File: src/rtl/core/pkfwrl_pkg.sv
package pkfwrl_pkg;

   localparam int TIME_W   = 48;
   localparam int KEY_W    = 64;
   localparam int COUNT_W  = 16;
   localparam int LEN_W    = 32;
   localparam int CSR_W    = 32;
   localparam int CSR_IDX_W = 2;
   localparam int SLOT_OUT_W = 6;

   typedef enum logic [CSR_IDX_W-1:0] {
      CSR_GLOBAL_LIMIT = 2'd0,
      CSR_GLOBAL_LEN   = 2'd1,
      CSR_PEER_LIMIT   = 2'd2,
      CSR_PEER_LEN     = 2'd3
   } csr_index_type;

   typedef enum logic [1:0] {
      VERDICT_ACCEPT      = 2'd0,
      VERDICT_GLOBAL_REJ  = 2'd1,
      VERDICT_PEER_REJ    = 2'd2
   } verdict_type;

   typedef enum logic [1:0] {
      ST_IDLE,
      ST_GCHECK,
      ST_SCAN,
      ST_DECIDE
   } state_type;

   typedef struct packed {
      logic [TIME_W-1:0] now_ms;
      logic [KEY_W-1:0]  peer_word_0;
      logic [KEY_W-1:0]  peer_word_1;
      logic [KEY_W-1:0]  peer_word_2;
      logic [KEY_W-1:0]  peer_word_3;
   } req_type;

   typedef struct packed {
      logic [1:0]            verdict;
      logic [SLOT_OUT_W-1:0] slot_used;
   } rsp_type;

   typedef struct packed {
      logic [KEY_W-1:0]   key_w0;
      logic [KEY_W-1:0]   key_w1;
      logic [KEY_W-1:0]   key_w2;
      logic [KEY_W-1:0]   key_w3;
      logic [TIME_W-1:0]  win_start;
      logic [COUNT_W-1:0] count;
   } slot_type;

   typedef struct packed {
      logic               found;
      logic [TIME_W-1:0]  win_start;
      logic [COUNT_W-1:0] count;
   } match_type;

endpackage

File: src/rtl/core/pkfwrl_cell.sv
module pkfwrl_cell
   import pkfwrl_pkg::*;
(
   input  logic     clock,
   input  logic     shift_en,
   input  slot_type shift_in,
   input  logic     wr_en,
   input  slot_type wr_data,
   output slot_type slot_q
);

   slot_type slot_ff;
   slot_type slot_in;

   always_comb begin
      slot_in = slot_ff;
      if (wr_en) begin
         slot_in = wr_data;
      end else if (shift_en) begin
         slot_in = shift_in;
      end
   end

   always_ff @(posedge clock) begin
      slot_ff <= slot_in;
   end

   assign slot_q = slot_ff;

endmodule

File: config.mk
export PLATFORM = sky130hd
export DESIGN_NAME = pkfwrl_cell
export DESIGN_NICKNAME = d
export VERILOG_FILES = /design/src/rtl/core/pkfwrl_pkg.sv /design/src/rtl/core/pkfwrl_cell.sv
export SDC_FILE = /design/constraint.sdc
export NUM_CORES = 1
export LEC_CHECK = 0
export BUFFER_PORTS_ARGS = -buffer_cell sky130_fd_sc_hd__buf_2
export CORE_AREA = 2 2 376 378
export CTS_BUF_LIST = sky130_fd_sc_hd__clkbuf_4
export DETAILED_ROUTE_END_ITERATION = 16
export DIE_AREA = 0 0 378 380
export HOLD_SLACK_MARGIN = 0.15
export MAX_ROUTING_LAYER = met4
export PLACE_DENSITY_LB_ADDON = 0.05
export SLEW_MARGIN = 30
export SYNTH_ARGS = -nofsm -noshare
export SYNTH_HDL_FRONTEND = slang
export SYNTH_SLANG_ARGS = --single-unit
File: constraint.sdc
create_clock -name clock -period 8.7 [get_ports clock]
set_input_delay 2.175 -clock clock [delete_from_list [all_inputs] [get_ports clock]]
set_output_delay 2.175 -clock clock [all_outputs]
set_load 0.05 [all_outputs]
==> impl_metrics.ini <==
[synthesis]
seq_area_frac_synth_pct = 64.6
synthMostInstantiatedCell = edfxtp_1
post-synth-top-area-cell = edfxtp_1
synth_seq_cells = 320
syn_inst = 677
yosysUniqueCellTypes = 7
synth_top_area_share_pct = 64.6
synthFlopType = edfxtp_1
yosysWarnings = 0
netlist_area_um2 = 14900
async_flop_share_pct = 0
syn_area_per_cell_um2 = 22.0
syn-num-nets = 1320
yosys-top-cells-count = edfxtp_1 (320), mux2_4 (289), mux2_2 (31), buf_12 (22), buf_6 (11)
synth_edf_count = 320
synthTopCellsByArea = edfxtp_1 (65%), mux2_4 (29%), buf_12 (3.0%)

[placed_design]
dp_hpwl_mm = 56.8
gp_congestion = 0.765
dp.cells = 3486
port_buffers = 962

[clock_network]
cts_buffers = 114
cts_max_path_buffers = 3
post_cts_buffers = 0
cts.htree.levels = 3
cts_sinks = 320
cts_tree = done
root_buffer = clkbuf_4
holdBufCountCts = 0
path_clk_slew_ps = 70
postCtsResizedCells = 0

[pwr]
powerDensity_nw_per_um2 = 213
ir_drop_v = 0.0000650
power_mw = 4.95
p_leak_nw = 10.5

[worst_setup_path]
cp.arrival_ps = 4600
start_kind = input pin
cp_max_fo = 88
crit_start = wr_en
end_kind = flop
critPathKind = in2reg
critPathRequiredTime_ps = 9370

[final_layout]
largest_reg_flops = 320
final_cells = 3737
nNetsFinal = 2371
layout-drive-gt1-share_pct = 81.8
final_util_pct = 16.7
area_growth_syn_to_layout_pct = 55.9

[status]
status = finished, final reports clean

[global_routing]
overflow = 0
grt_pass1_vias = 12000
grt_use_total_pct = 10.1
grt_start_max_net_pins = 125
antenna_found_initial = 57
grt_pass1_wl_mm = 95.9

[timing]
hold_viol = 0
fmax_mhz = 254
relSlewSlack_pct = 32.1
fin_setup_tns_ps = 0
period_needed_ps = 3930
rsz0062_at_grt = no
period_share_pct = 45.2
worst_pin_slew_ps = 1020
setup_viol = 0
slew_viol_final = 0

[min_path]
hold_path_class = in2reg
min_from = wr_data[274]

[die]
core-area_um2 = 139000
die_area_um2 = 144000
die_h_um = 380
core.rowCount = 137
die_w_um = 378
ios = 963
start_util_pct = 10.7

[drt]
dr_total_vias = 10700
wl_per_cell_um = 19.6
viasPerCell = 2.88
first_iter_violations = 367
ant_nets = 0
wirelength_mm = 73.1
route.detailed.drc = 0
drt_pre_antenna_iters = 6

[job]
cap_violations = 0
==> area by class of cell <==
cell class	instances	area, um2
Antenna cell	50	125
Clock buffer	184	1380
Clock inverter	15	75.1
Fill cell	15600	116000
Multi-Input combinational cell	321	4700
Sequential cell	320	9610
Tap cell	1876	2350
Timing Repair Buffer	971	4970
==> cells in the final DEF, fill, tap and decap left out <==
| cell | synthesis | layout |
|---|---|---|
| inv_2 | 0 | 1 |
| clkinvlp_4 | 0 | 1 |
| clkinv_1 | 0 | 10 |
| buf_16 | 0 | 1 |
| clkinv_4 | 0 | 2 |
| buf_12 | 22 | 5 |
| clkbuf_4 | 0 | 184 |
| inv_6 | 0 | 1 |
| mux2_4 | 289 | 289 |
| buf_2 | 3 | 961 |
| buf_4 | 0 | 3 |
| edfxtp_1 | 320 | 320 |
| or2_4 | 0 | 1 |
| buf_8 | 0 | 1 |
| mux2_2 | 31 | 31 |
| diode_2 | 0 | 50 |
==> through the flow <==
stage / hold WS, ps / cell area [um2] / worst slack (ps)
3_3_place_gp: 2480 / 21600 / 3460
3_5_place_dp: 2480 / 21600 / 3430
6_report: 1460 / 23200 / 4770
5_1_grt: 1250 / 23200 / 4490
2_1_floorplan: 2390 / 14900 / 1680
4_1_cts: 1190 / 23000 / 4480
==> metal layers <==
metal | track usage [%] | part of all wire, % | vias up
li1 | - | - | 4933
met1 | 8.78 | 32 | 5021
met2 | 18.0 | 53 | 649
met3 | 5.59 | 12 | 145
met4 | 3.39 | 2.9 | 0
met5 | - | 0 | -
==> kinds of logic after synthesis <==
group | Yosys count | synth area share [%]
muxes | 320 | 31.5
DFF | 320 | 64.6
and+or+nand+nor | 1 | 0.0421
buffers and inverters | 36 | 3.89
==> critical path, stage by stage <==
cell,delay (ps)
buf_8,440
buf_4,790
buf_12,530
mux2_4,350
==> where the power goes <==
group	internal, mW	switching, mW
sequential	1.90	0.0422
clock	0.941	0.819
combinational	0.386	0.871
total	3.22	1.73
==> worst paths after layout <==
path | cells after the start | slack (ps) | end
worst min-delay path | 2 | 1460 | slot_q[274]$_DFFE_PP_
worst max-delay path | 4 | 4770 | slot_q[194]$_DFFE_PP_
(Power assumes the default switching activity.)
