### config.mk
export PLATFORM = sky130hd
export DESIGN_NAME = pkfwrl_scan
export DESIGN_NICKNAME = d
export VERILOG_FILES = /design/src/rtl/core/pkfwrl_pkg.sv /design/src/rtl/core/pkfwrl_scan.sv
export SDC_FILE = /design/constraint.sdc
export NUM_CORES = 1
export LEC_CHECK = 0
export ABC_AREA = 1
export BUFFER_PORTS_ARGS = -buffer_cell sky130_fd_sc_hd__buf_4
export CAP_MARGIN = 30
export CORE_AREA = 2 2 275 277
export CTS_BUF_LIST = sky130_fd_sc_hd__clkbuf_4
export DETAILED_ROUTE_END_ITERATION = 7
export DIE_AREA = 0 0 277 279
export GPL_TIMING_DRIVEN = 0
export SLEW_MARGIN = 20
export SYNTH_ARGS = -nofsm -noshare
export SYNTH_HDL_FRONTEND = slang
export SYNTH_SLANG_ARGS = --single-unit
### constraint.sdc
create_clock -name clock -period 5.6 [get_ports clock]
set_input_delay 1.12 -clock clock [delete_from_list [all_inputs] [get_ports clock]]
set_output_delay 1.12 -clock clock [all_outputs]
set_load 0.05 [all_outputs]
### src/rtl/core/pkfwrl_pkg.sv
package pkfwrl_pkg;

   localparam int TIME_W   = 48;
   localparam int KEY_W    = 64;
   localparam int COUNT_W  = 16;
   localparam int LEN_W    = 32;
   localparam int CSR_W    = 32;
   localparam int CSR_IDX_W = 2;
   localparam int SLOT_OUT_W = 6;

   typedef enum logic [CSR_IDX_W-1:0] {
      CSR_GLOBAL_LIMIT = 2'd0,
      CSR_GLOBAL_LEN   = 2'd1,
      CSR_PEER_LIMIT   = 2'd2,
      CSR_PEER_LEN     = 2'd3
   } csr_index_type;

   typedef enum logic [1:0] {
      VERDICT_ACCEPT      = 2'd0,
      VERDICT_GLOBAL_REJ  = 2'd1,
      VERDICT_PEER_REJ    = 2'd2
   } verdict_type;

   typedef enum logic [1:0] {
      ST_IDLE,
      ST_GCHECK,
      ST_SCAN,
      ST_DECIDE
   } state_type;

   typedef struct packed {
      logic [TIME_W-1:0] now_ms;
      logic [KEY_W-1:0]  peer_word_0;
      logic [KEY_W-1:0]  peer_word_1;
      logic [KEY_W-1:0]  peer_word_2;
      logic [KEY_W-1:0]  peer_word_3;
   } req_type;

   typedef struct packed {
      logic [1:0]            verdict;
      logic [SLOT_OUT_W-1:0] slot_used;
   } rsp_type;

   typedef struct packed {
      logic [KEY_W-1:0]   key_w0;
      logic [KEY_W-1:0]   key_w1;
      logic [KEY_W-1:0]   key_w2;
      logic [KEY_W-1:0]   key_w3;
      logic [TIME_W-1:0]  win_start;
      logic [COUNT_W-1:0] count;
   } slot_type;

   typedef struct packed {
      logic               found;
      logic [TIME_W-1:0]  win_start;
      logic [COUNT_W-1:0] count;
   } match_type;

endpackage

### src/rtl/core/pkfwrl_scan.sv
module pkfwrl_scan
   import pkfwrl_pkg::*;
#(
   parameter int IW = 6
)
(
   input  logic          clock,
   input  logic          clear,
   input  logic          step,
   input  logic          live,
   input  logic [IW-1:0] head_idx,
   input  slot_type      head,
   input  req_type       req,
   output match_type     match,
   output logic [IW-1:0] match_idx,
   output logic [IW-1:0] evict_idx
);

   match_type         match_ff, match_in;
   logic [IW-1:0]     match_idx_ff, match_idx_in;
   logic [IW-1:0]     evict_idx_ff, evict_idx_in;
   logic [TIME_W-1:0] evict_ts_ff, evict_ts_in;
   logic              have_old_ff, have_old_in;
   logic              hit;

   assign hit = head.key_w0 == req.peer_word_0 && head.key_w1 == req.peer_word_1 &&
                head.key_w2 == req.peer_word_2 && head.key_w3 == req.peer_word_3;

   always_comb begin
      match_in     = match_ff;
      match_idx_in = match_idx_ff;
      evict_idx_in = evict_idx_ff;
      evict_ts_in  = evict_ts_ff;
      have_old_in  = have_old_ff;
      if (clear) begin
         match_in    = '0;
         have_old_in = 1'b0;
      end else if (step && live && !match_ff.found) begin
         if (hit) begin
            match_in.found     = 1'b1;
            match_in.win_start = head.win_start;
            match_in.count     = head.count;
            match_idx_in       = head_idx;
         end else if (!have_old_ff || head.win_start < evict_ts_ff) begin
            // strict compare keeps the lowest index on ties
            have_old_in  = 1'b1;
            evict_ts_in  = head.win_start;
            evict_idx_in = head_idx;
         end
      end
   end

   always_ff @(posedge clock) begin
      match_ff     <= match_in;
      match_idx_ff <= match_idx_in;
      evict_idx_ff <= evict_idx_in;
      evict_ts_ff  <= evict_ts_in;
      have_old_ff  <= have_old_in;
   end

   assign match     = match_ff;
   assign match_idx = match_idx_ff;
   assign evict_idx = evict_idx_ff;

endmodule

==> out/qor.yml, run 1 <==
outcome: "complete, no violations"
grt_max_degree: 20
cts_root_buf: "sky130_fd_sc_hd__clkbuf_4"
core_area_um2: 74070
post_dp_cell_area_um2: 16560
hold_buffers: 0
portBuffers: 662
chip_width_um: 277
critical-path-slowest-cell: "sky130_fd_sc_hd__buf_2"
layout.core_utilization: 0.2279
cts-root-to-sink-buffers: 2
fin_crit_sh: 0.6098
layout-drive-gt1-share: 0.3061
critical-path-top-cell-by-count: "sky130_fd_sc_hd__nand2_1"
pwrdens_nw_per_um2: 141.1
cts_tree: "done"
cp_data_arrival_time_ns: 3.71
min-delay-path-class: "reg2reg"
synth_largest_area_cell: "sky130_fd_sc_hd__nand2_1"
initial_antenna_violation_count: 34
total_global_routing_track_utilization: 0.1482
effective_utilization_at_floorplan: 0.1391
drt.antenna.violating_nets: 0
seq_area_frac_synth: 0.3032
cp-start-kind: "primary input"
grt_first_pass_wirelength_mm: 81.77
vertical_die_dimension_um: 279
setup_viol_count_final: 0
synth_ff_type: "sky130_fd_sc_hd__dfxtp_1"
postSynthRegisterBits: 126
design_area_um2: 16880
async_set_or_reset_register_ratio_after_synthesis: 0
post-cts-setup-buffers: 0
synth_area_per_cell_um2: 6.236
synthMostInstantiatedCell: "sky130_fd_sc_hd__nand2_1"
design.final.nets: 3017
syn_area_um2: 10300
synthTopCellsByArea: "sky130_fd_sc_hd__nand2_1 20%, sky130_fd_sc_hd__edfxtp_1 17%, sky130_fd_sc_hd__inv_1 13%"
timing.max_cap.violations: 0
clkLatencyLatePin_ns: 0.54
vias: 12040
period_needed_ns: 3.415
max-slew-margin-rel: 0.4931
drt_pass1_iterations: 5
flow.area_growth_from_synthesis_pct: 63.89
data_required_time_at_the_worst_endpoint_ns: 5.90
floorplan.rows: 100
hold_viol_final: 0
post_synth_inst_count: 1652
pin_count: 711
fin_max_slew_vios: 0
worst_pin_slew_ns: 0.7604
synth_top_cell_area_share: 0.2037
timing.critical_path.slowest_cell_delay_ns: 0.35
htree_num_levels: 4
timing.critical_path.fanout_max: 19
rsz0062_at_grt: "no"
post_drt_wl_per_cell_um: 17.64
routed_via_density: 3.617
critical_path.cell_chain: "buf_4, nand2_1, nand2_1, nor2_1, nand2_1, nor2_1, nand2_1, nor2_1, nand2_1, nor2_2, buf_2, nand2_1, nand2_1, a21oi_4, buf_16, buf_8, buf_16"
yosys_warnings: 0
globalRoute.totalOverflow: 0
yosysUniqueCellTypes: 26
syn-num-nets: 2333
worst_setup_path_end_kind: "flip-flop"
drc: 0
criticalPathCategory: "in2reg"
p_leak_uw: 0.009830
critPathBufInv: 5
numCtsBuffers: 17
clock_sink_count: 126
clock.fmax_mhz: 292.9
setup-tns-final_ns: 0
critPathTopFamily: "simple AND/OR/NAND/NOR gates"
timing.clock.skew_ns: 0.03006
dieArea_um2: 77280
synth_commonest_cells: "559 x sky130_fd_sc_hd__nand2_1, 365 x sky130_fd_sc_hd__inv_1, 254 x sky130_fd_sc_hd__nor2_1, 143 x sky130_fd_sc_hd__xor2_1, 69 x sky130_fd_sc_hd__nand4_1"
max-vdd-ir-drop_mv: 0.1045
synth_enable_flop_cells: 60
route.final.wire_length_mm: 58.70
overall_power_after_layout_uw: 2382
grt_pass1_vias: 11840
place_hpwl_mm: 52.99
clk_transition_reported_paths_ns: 0.13
post_cts.resized_instances: 0
initialDrtViolationCount: 512
gp_congestion: 0.9682
==> path summary, 6_finish.rpt <==
path / cells past startpoint / endpoint / slack [ns] / start
max reg2reg: 14 / evict_ts_ff[38]$_DFFE_PP_ / 2.66 / evict_ts_ff[5]$_DFFE_PP_
max: 17 / evict_ts_ff[26]$_DFFE_PP_ / 2.19 / req[227]
min: 2 / have_old_ff$_SDFFE_PP0P_ / 0.51 / have_old_ff$_SDFFE_PP0P_
min reg2reg: 2 / have_old_ff$_SDFFE_PP0P_ / 0.51 / have_old_ff$_SDFFE_PP0P_
==> area by class of cell <==
cell class | instances | area (um^2)
clock inverters | 14 | 157.7
clock buffers | 18 | 135.1
fillers | 8416 | 57190
well taps | 969 | 1212
multi-input cells | 1126 | 5637
flip-flops and latches | 126 | 3123
inverters | 366 | 1374
plain buffers | 34 | 178.9
diodes | 10 | 25.02
repair buffers | 665 | 5040
==> metal layers <==
| layer | wire, um | global-route usage |
|---|---|---|
| met1 | 25400 | 0.1896 |
| met2 | 25280 | 0.2335 |
| met3 | 7236 | 0.06602 |
| met4 | 591 | 0.02090 |
| met5 | 186 | 0 |
==> state kept, by name, summed over array words and instances, names as in the netlist <==
name and count:
evict_ts_ff 48, evict_idx 6, have_old_ff 1, match_idx 6
match 65
==> report_power, final <==
part / leakage, uW / switching [uW] / total [uW] / internal [uW]
sequential: 0.00108 / 3.22 / 981 / 978
clock: 0.000152 / 404 / 682 / 278
combinational: 0.00860 / 319 / 719 / 399
==> per-stage QoR <==
stage / worst slack [ns] / hold slack [ns] / instances
6_report: 2.185 / 0.5127 / 3328
5_1_grt: 1.923 / 0.5328 / 3321
4_1_cts: 2.074 / 0.5117 / 3318
3_5_place_dp: 1.476 / 0.4897 / 3286
3_3_place_gp: -2.084 / 0.4401 / 3283
2_1_floorplan: 0.4650 / 0.4263 / 1652
==> cell usage in the layout (no fill, tap or decap), types with 2 or more instances in the layout <==
| cell | count |
|---|---|
| sky130_fd_sc_hd__xnor2_1 | 4 |
| sky130_fd_sc_hd__clkbuf_1 | 15 |
| sky130_fd_sc_hd__nor2_2 | 2 |
| sky130_fd_sc_hd__bufinv_16 | 2 |
| sky130_fd_sc_hd__a21oi_1 | 22 |
| sky130_fd_sc_hd__buf_2 | 14 |
| sky130_fd_sc_hd__buf_6 | 4 |
| sky130_fd_sc_hd__diode_2 | 10 |
| sky130_fd_sc_hd__nand4_1 | 69 |
| sky130_fd_sc_hd__nor2_1 | 254 |
| sky130_fd_sc_hd__edfxtp_1 | 60 |
| sky130_fd_sc_hd__clkbuf_4 | 18 |
| sky130_fd_sc_hd__buf_4 | 663 |
| sky130_fd_sc_hd__ha_1 | 47 |
| sky130_fd_sc_hd__inv_1 | 365 |
| sky130_fd_sc_hd__xor2_1 | 143 |
| sky130_fd_sc_hd__nor3_1 | 2 |
| sky130_fd_sc_hd__buf_16 | 2 |
| sky130_fd_sc_hd__o21ai_0 | 7 |
| sky130_fd_sc_hd__nand3_1 | 9 |
| sky130_fd_sc_hd__dfxtp_1 | 66 |
| sky130_fd_sc_hd__clkinv_4 | 4 |
| sky130_fd_sc_hd__nand2_1 | 559 |
| sky130_fd_sc_hd__clkinvlp_4 | 2 |
| sky130_fd_sc_hd__inv_6 | 5 |
==> cell families after synthesis <==
kind of cell	Yosys count	synth area share
simple gates	898	0.3467
buf+inv	400	0.1507
xor+xnor	147	0.1250
flops	126	0.3032
fa+ha+maj	47	0.05709
compound gates	34	0.01737
==> worst register-to-register path, stage by stage (launching register included) <==
cell and delay [ns]:
sky130_fd_sc_hd__edfxtp_1 0.39, sky130_fd_sc_hd__inv_1 0.07, sky130_fd_sc_hd__ha_1 0.23, sky130_fd_sc_hd__a21oi_1 0.14, sky130_fd_sc_hd__nor2_1 0.05, sky130_fd_sc_hd__a211oi_1 0.17
sky130_fd_sc_hd__nand2_1 0.11, sky130_fd_sc_hd__nand2_1 0.07, sky130_fd_sc_hd__nand3_1 0.17, sky130_fd_sc_hd__nand2_1 0.11, sky130_fd_sc_hd__nand2_1 0.15, sky130_fd_sc_hd__a21oi_4 0.41
sky130_fd_sc_hd__buf_16 0.22, sky130_fd_sc_hd__buf_8 0.18, sky130_fd_sc_hd__buf_16 0.18
Power figures use the tool's default switching activity.
==> inputs of run 2 (changes only) <==
Settings changed: CORE_AREA 2 2 275 277 to 2 2 280 282, DIE_AREA 0 0 277 279 to 0 0 282 284.
Clock period 5.6 ns to 2.8 ns, I/O delays scaled along.
==> out/qor.yml, run 2 (same netlist as run 1, synthesis figures left out) <==
cp-start-kind: "primary input"
hold_viol_final: 0
cts_root_buf: "sky130_fd_sc_hd__clkbuf_4"
post_drt_wl_per_cell_um: 14.41
pwrdens_nw_per_um2: 281.3
pin_count: 711
clkLatencyLatePin_ns: 0.56
worst_pin_slew_ns: 0.6516
initialDrtViolationCount: 635
layoutNonFillerInstCount: 3403
hold_buffers: 0
cp_data_arrival_time_ns: 2.81
outcome: "complete, no violations"
gp_congestion: 0.9461
grt_max_degree: 21
initial_antenna_violation_count: 20
criticalPathCategory: "in2reg"
vertical_die_dimension_um: 284
timing.critical_path.slowest_cell_delay_ns: 0.30
detailedPlace.worstSlack_ns: -1.069
portBuffers: 662
drt_pass1_iterations: 5
clk_transition_reported_paths_ns: 0.15
total_global_routing_track_utilization: 0.1187
fin_max_slew_vios: 0
vias: 11950
floorplan.rows: 102
route.final.wire_length_mm: 49.03
dieArea_um2: 80090
clock_sink_count: 126
whs_ns: 0.1799
timing.critical_path.fanout_max: 20
globalRoute.totalOverflow: 0
max-slew-margin-rel: 0.5656
timing.max_cap.violations: 0
layout.cells.most_common: "sky130_fd_sc_hd__buf_4"
layout.core_utilization: 0.2225
cts-root-to-sink-buffers: 2
leading_cell_types_in_the_layout_fill_and_taps_excluded: "664 x sky130_fd_sc_hd__buf_4, 558 x sky130_fd_sc_hd__nand2_1, 365 x sky130_fd_sc_hd__inv_1"
design.final.nets: 3019
cts_tree: "done"
data_required_time_at_the_worst_endpoint_ns: 3.10
worstHoldStart: "head[16]"
largest_register_ffs: 65
dp.cells: 3356
min-delay-path-class: "in2reg"
rsz0062_at_grt: "no"
htree_num_levels: 4
grt_pass1_vias: 11480
routed_via_density: 3.512
max-vdd-ir-drop_mv: 0.1850
place_hpwl_mm: 43.82
period_needed_ns: 2.515
critical_path.cell_chain: "buf_4, xor2_1, nor2_1, nand2_1, nor2_1, nand2_1, nor2_4, nand2_1, nor2_4, clkbuf_4, nand2_1, nand2_1, a21oi_4, buf_12, buf_16"
drc: 0
critical-path-top-cell-by-count: "sky130_fd_sc_hd__nand2_1"
chip_width_um: 282
worst_slack_ns: 0.2846
core_area_um2: 76960
clock.fmax_mhz: 397.6
fin_crit_sh: 0.8983
grt_first_pass_wirelength_mm: 69.78
timing.clock.skew_ns: 0.03192
setup_viol_count_final: 0
crit_path_start: "req[209]"
critical-path-slowest-cell: "sky130_fd_sc_hd__clkbuf_4"
drt.antenna.violating_nets: 0
critical_path.reg2reg.startpoint: "evict_ts_ff[31]$_DFFE_PP_"
layout-drive-gt1-share: 0.3109
p_leak_uw: 0.009853
filler_cell_count: 8778
flow.area_growth_from_synthesis_pct: 66.25
numCtsBuffers: 17
worst_setup_path_end_kind: "flip-flop"
effective_utilization_at_floorplan: 0.1339
-- run 2: final timing paths --
path	end	slack [ns]	depth (start not counted)
setup / recovery	evict_ts_ff[18]$_DFFE_PP_	0.28	15
hold / removal	evict_ts_ff[0]$_DFFE_PP_	0.18	1
setup reg to reg	evict_ts_ff[18]$_DFFE_PP_	0.39	11
hold reg to reg	match[64]$_SDFFE_PP0P_	0.51	2
-- run 2: per-stage QoR --
| stage | setup TNS [ns] | total power [uW] | instance area [um^2] |
|---|---|---|---|
| 3_5_place_dp | -106.73 | 3465 | 16730 |
| 6_report | 0 | 4817 | 17130 |
| 5_1_grt | 0 | 5120 | 17120 |
| 3_3_place_gp | -119.22 | 3437 | 16680 |
| 2_1_floorplan | 0 | 2538 | 10410 |
| 4_1_cts | 0 | 4886 | 17090 |
-- run 2: area by class of cell --
cell class                      count  area [um^2]  area share
Inverter                          366         1374     0.08022
Multi-Input combinational cell   1126         5743      0.3354
Antenna cell                       12        30.03    0.001753
Sequential cell                   126         3123      0.1824
Timing Repair Buffer              667         5072      0.2962
Clock buffer                       17        127.6    0.007452
Clock inverter                     15        172.7     0.01008
Buffer                             34        181.4     0.01059
Tap cell                         1040         1301     0.07598
-- run 2: worst max-delay path, delay by kind of cell --
kind | cells | cell delay (ns)
compound gates | 1 | 0.06
simple gates | 9 | 1.30
buf+inv | 4 | 0.73
xor+xnor | 1 | 0.15
-- run 2: routing by layer --
metal  part of all wire  track usage
met2               0.44       0.1883
met5             0.0016      0.02137
met3               0.10      0.04635
met4              0.025      0.03604
met1               0.43       0.1453
-- run 2: repair_timing --
item                                    in CTS  in global routing
buffers inserted                             3                  0
endpoints found under the hold margin        0                  0
endpoints found under the setup margin     110                 27
gates resized for setup                      3                  1
pin swaps                                    1                  0
cloned                                       0                  0
-- run 2: report_power, final --
group	switching [uW]	internal, uW	leakage, uW
clock network	834	557	0.000159
logic	655	809	0.00861
registers	6.24	1960	0.00108
total	1500	3320	0.00985
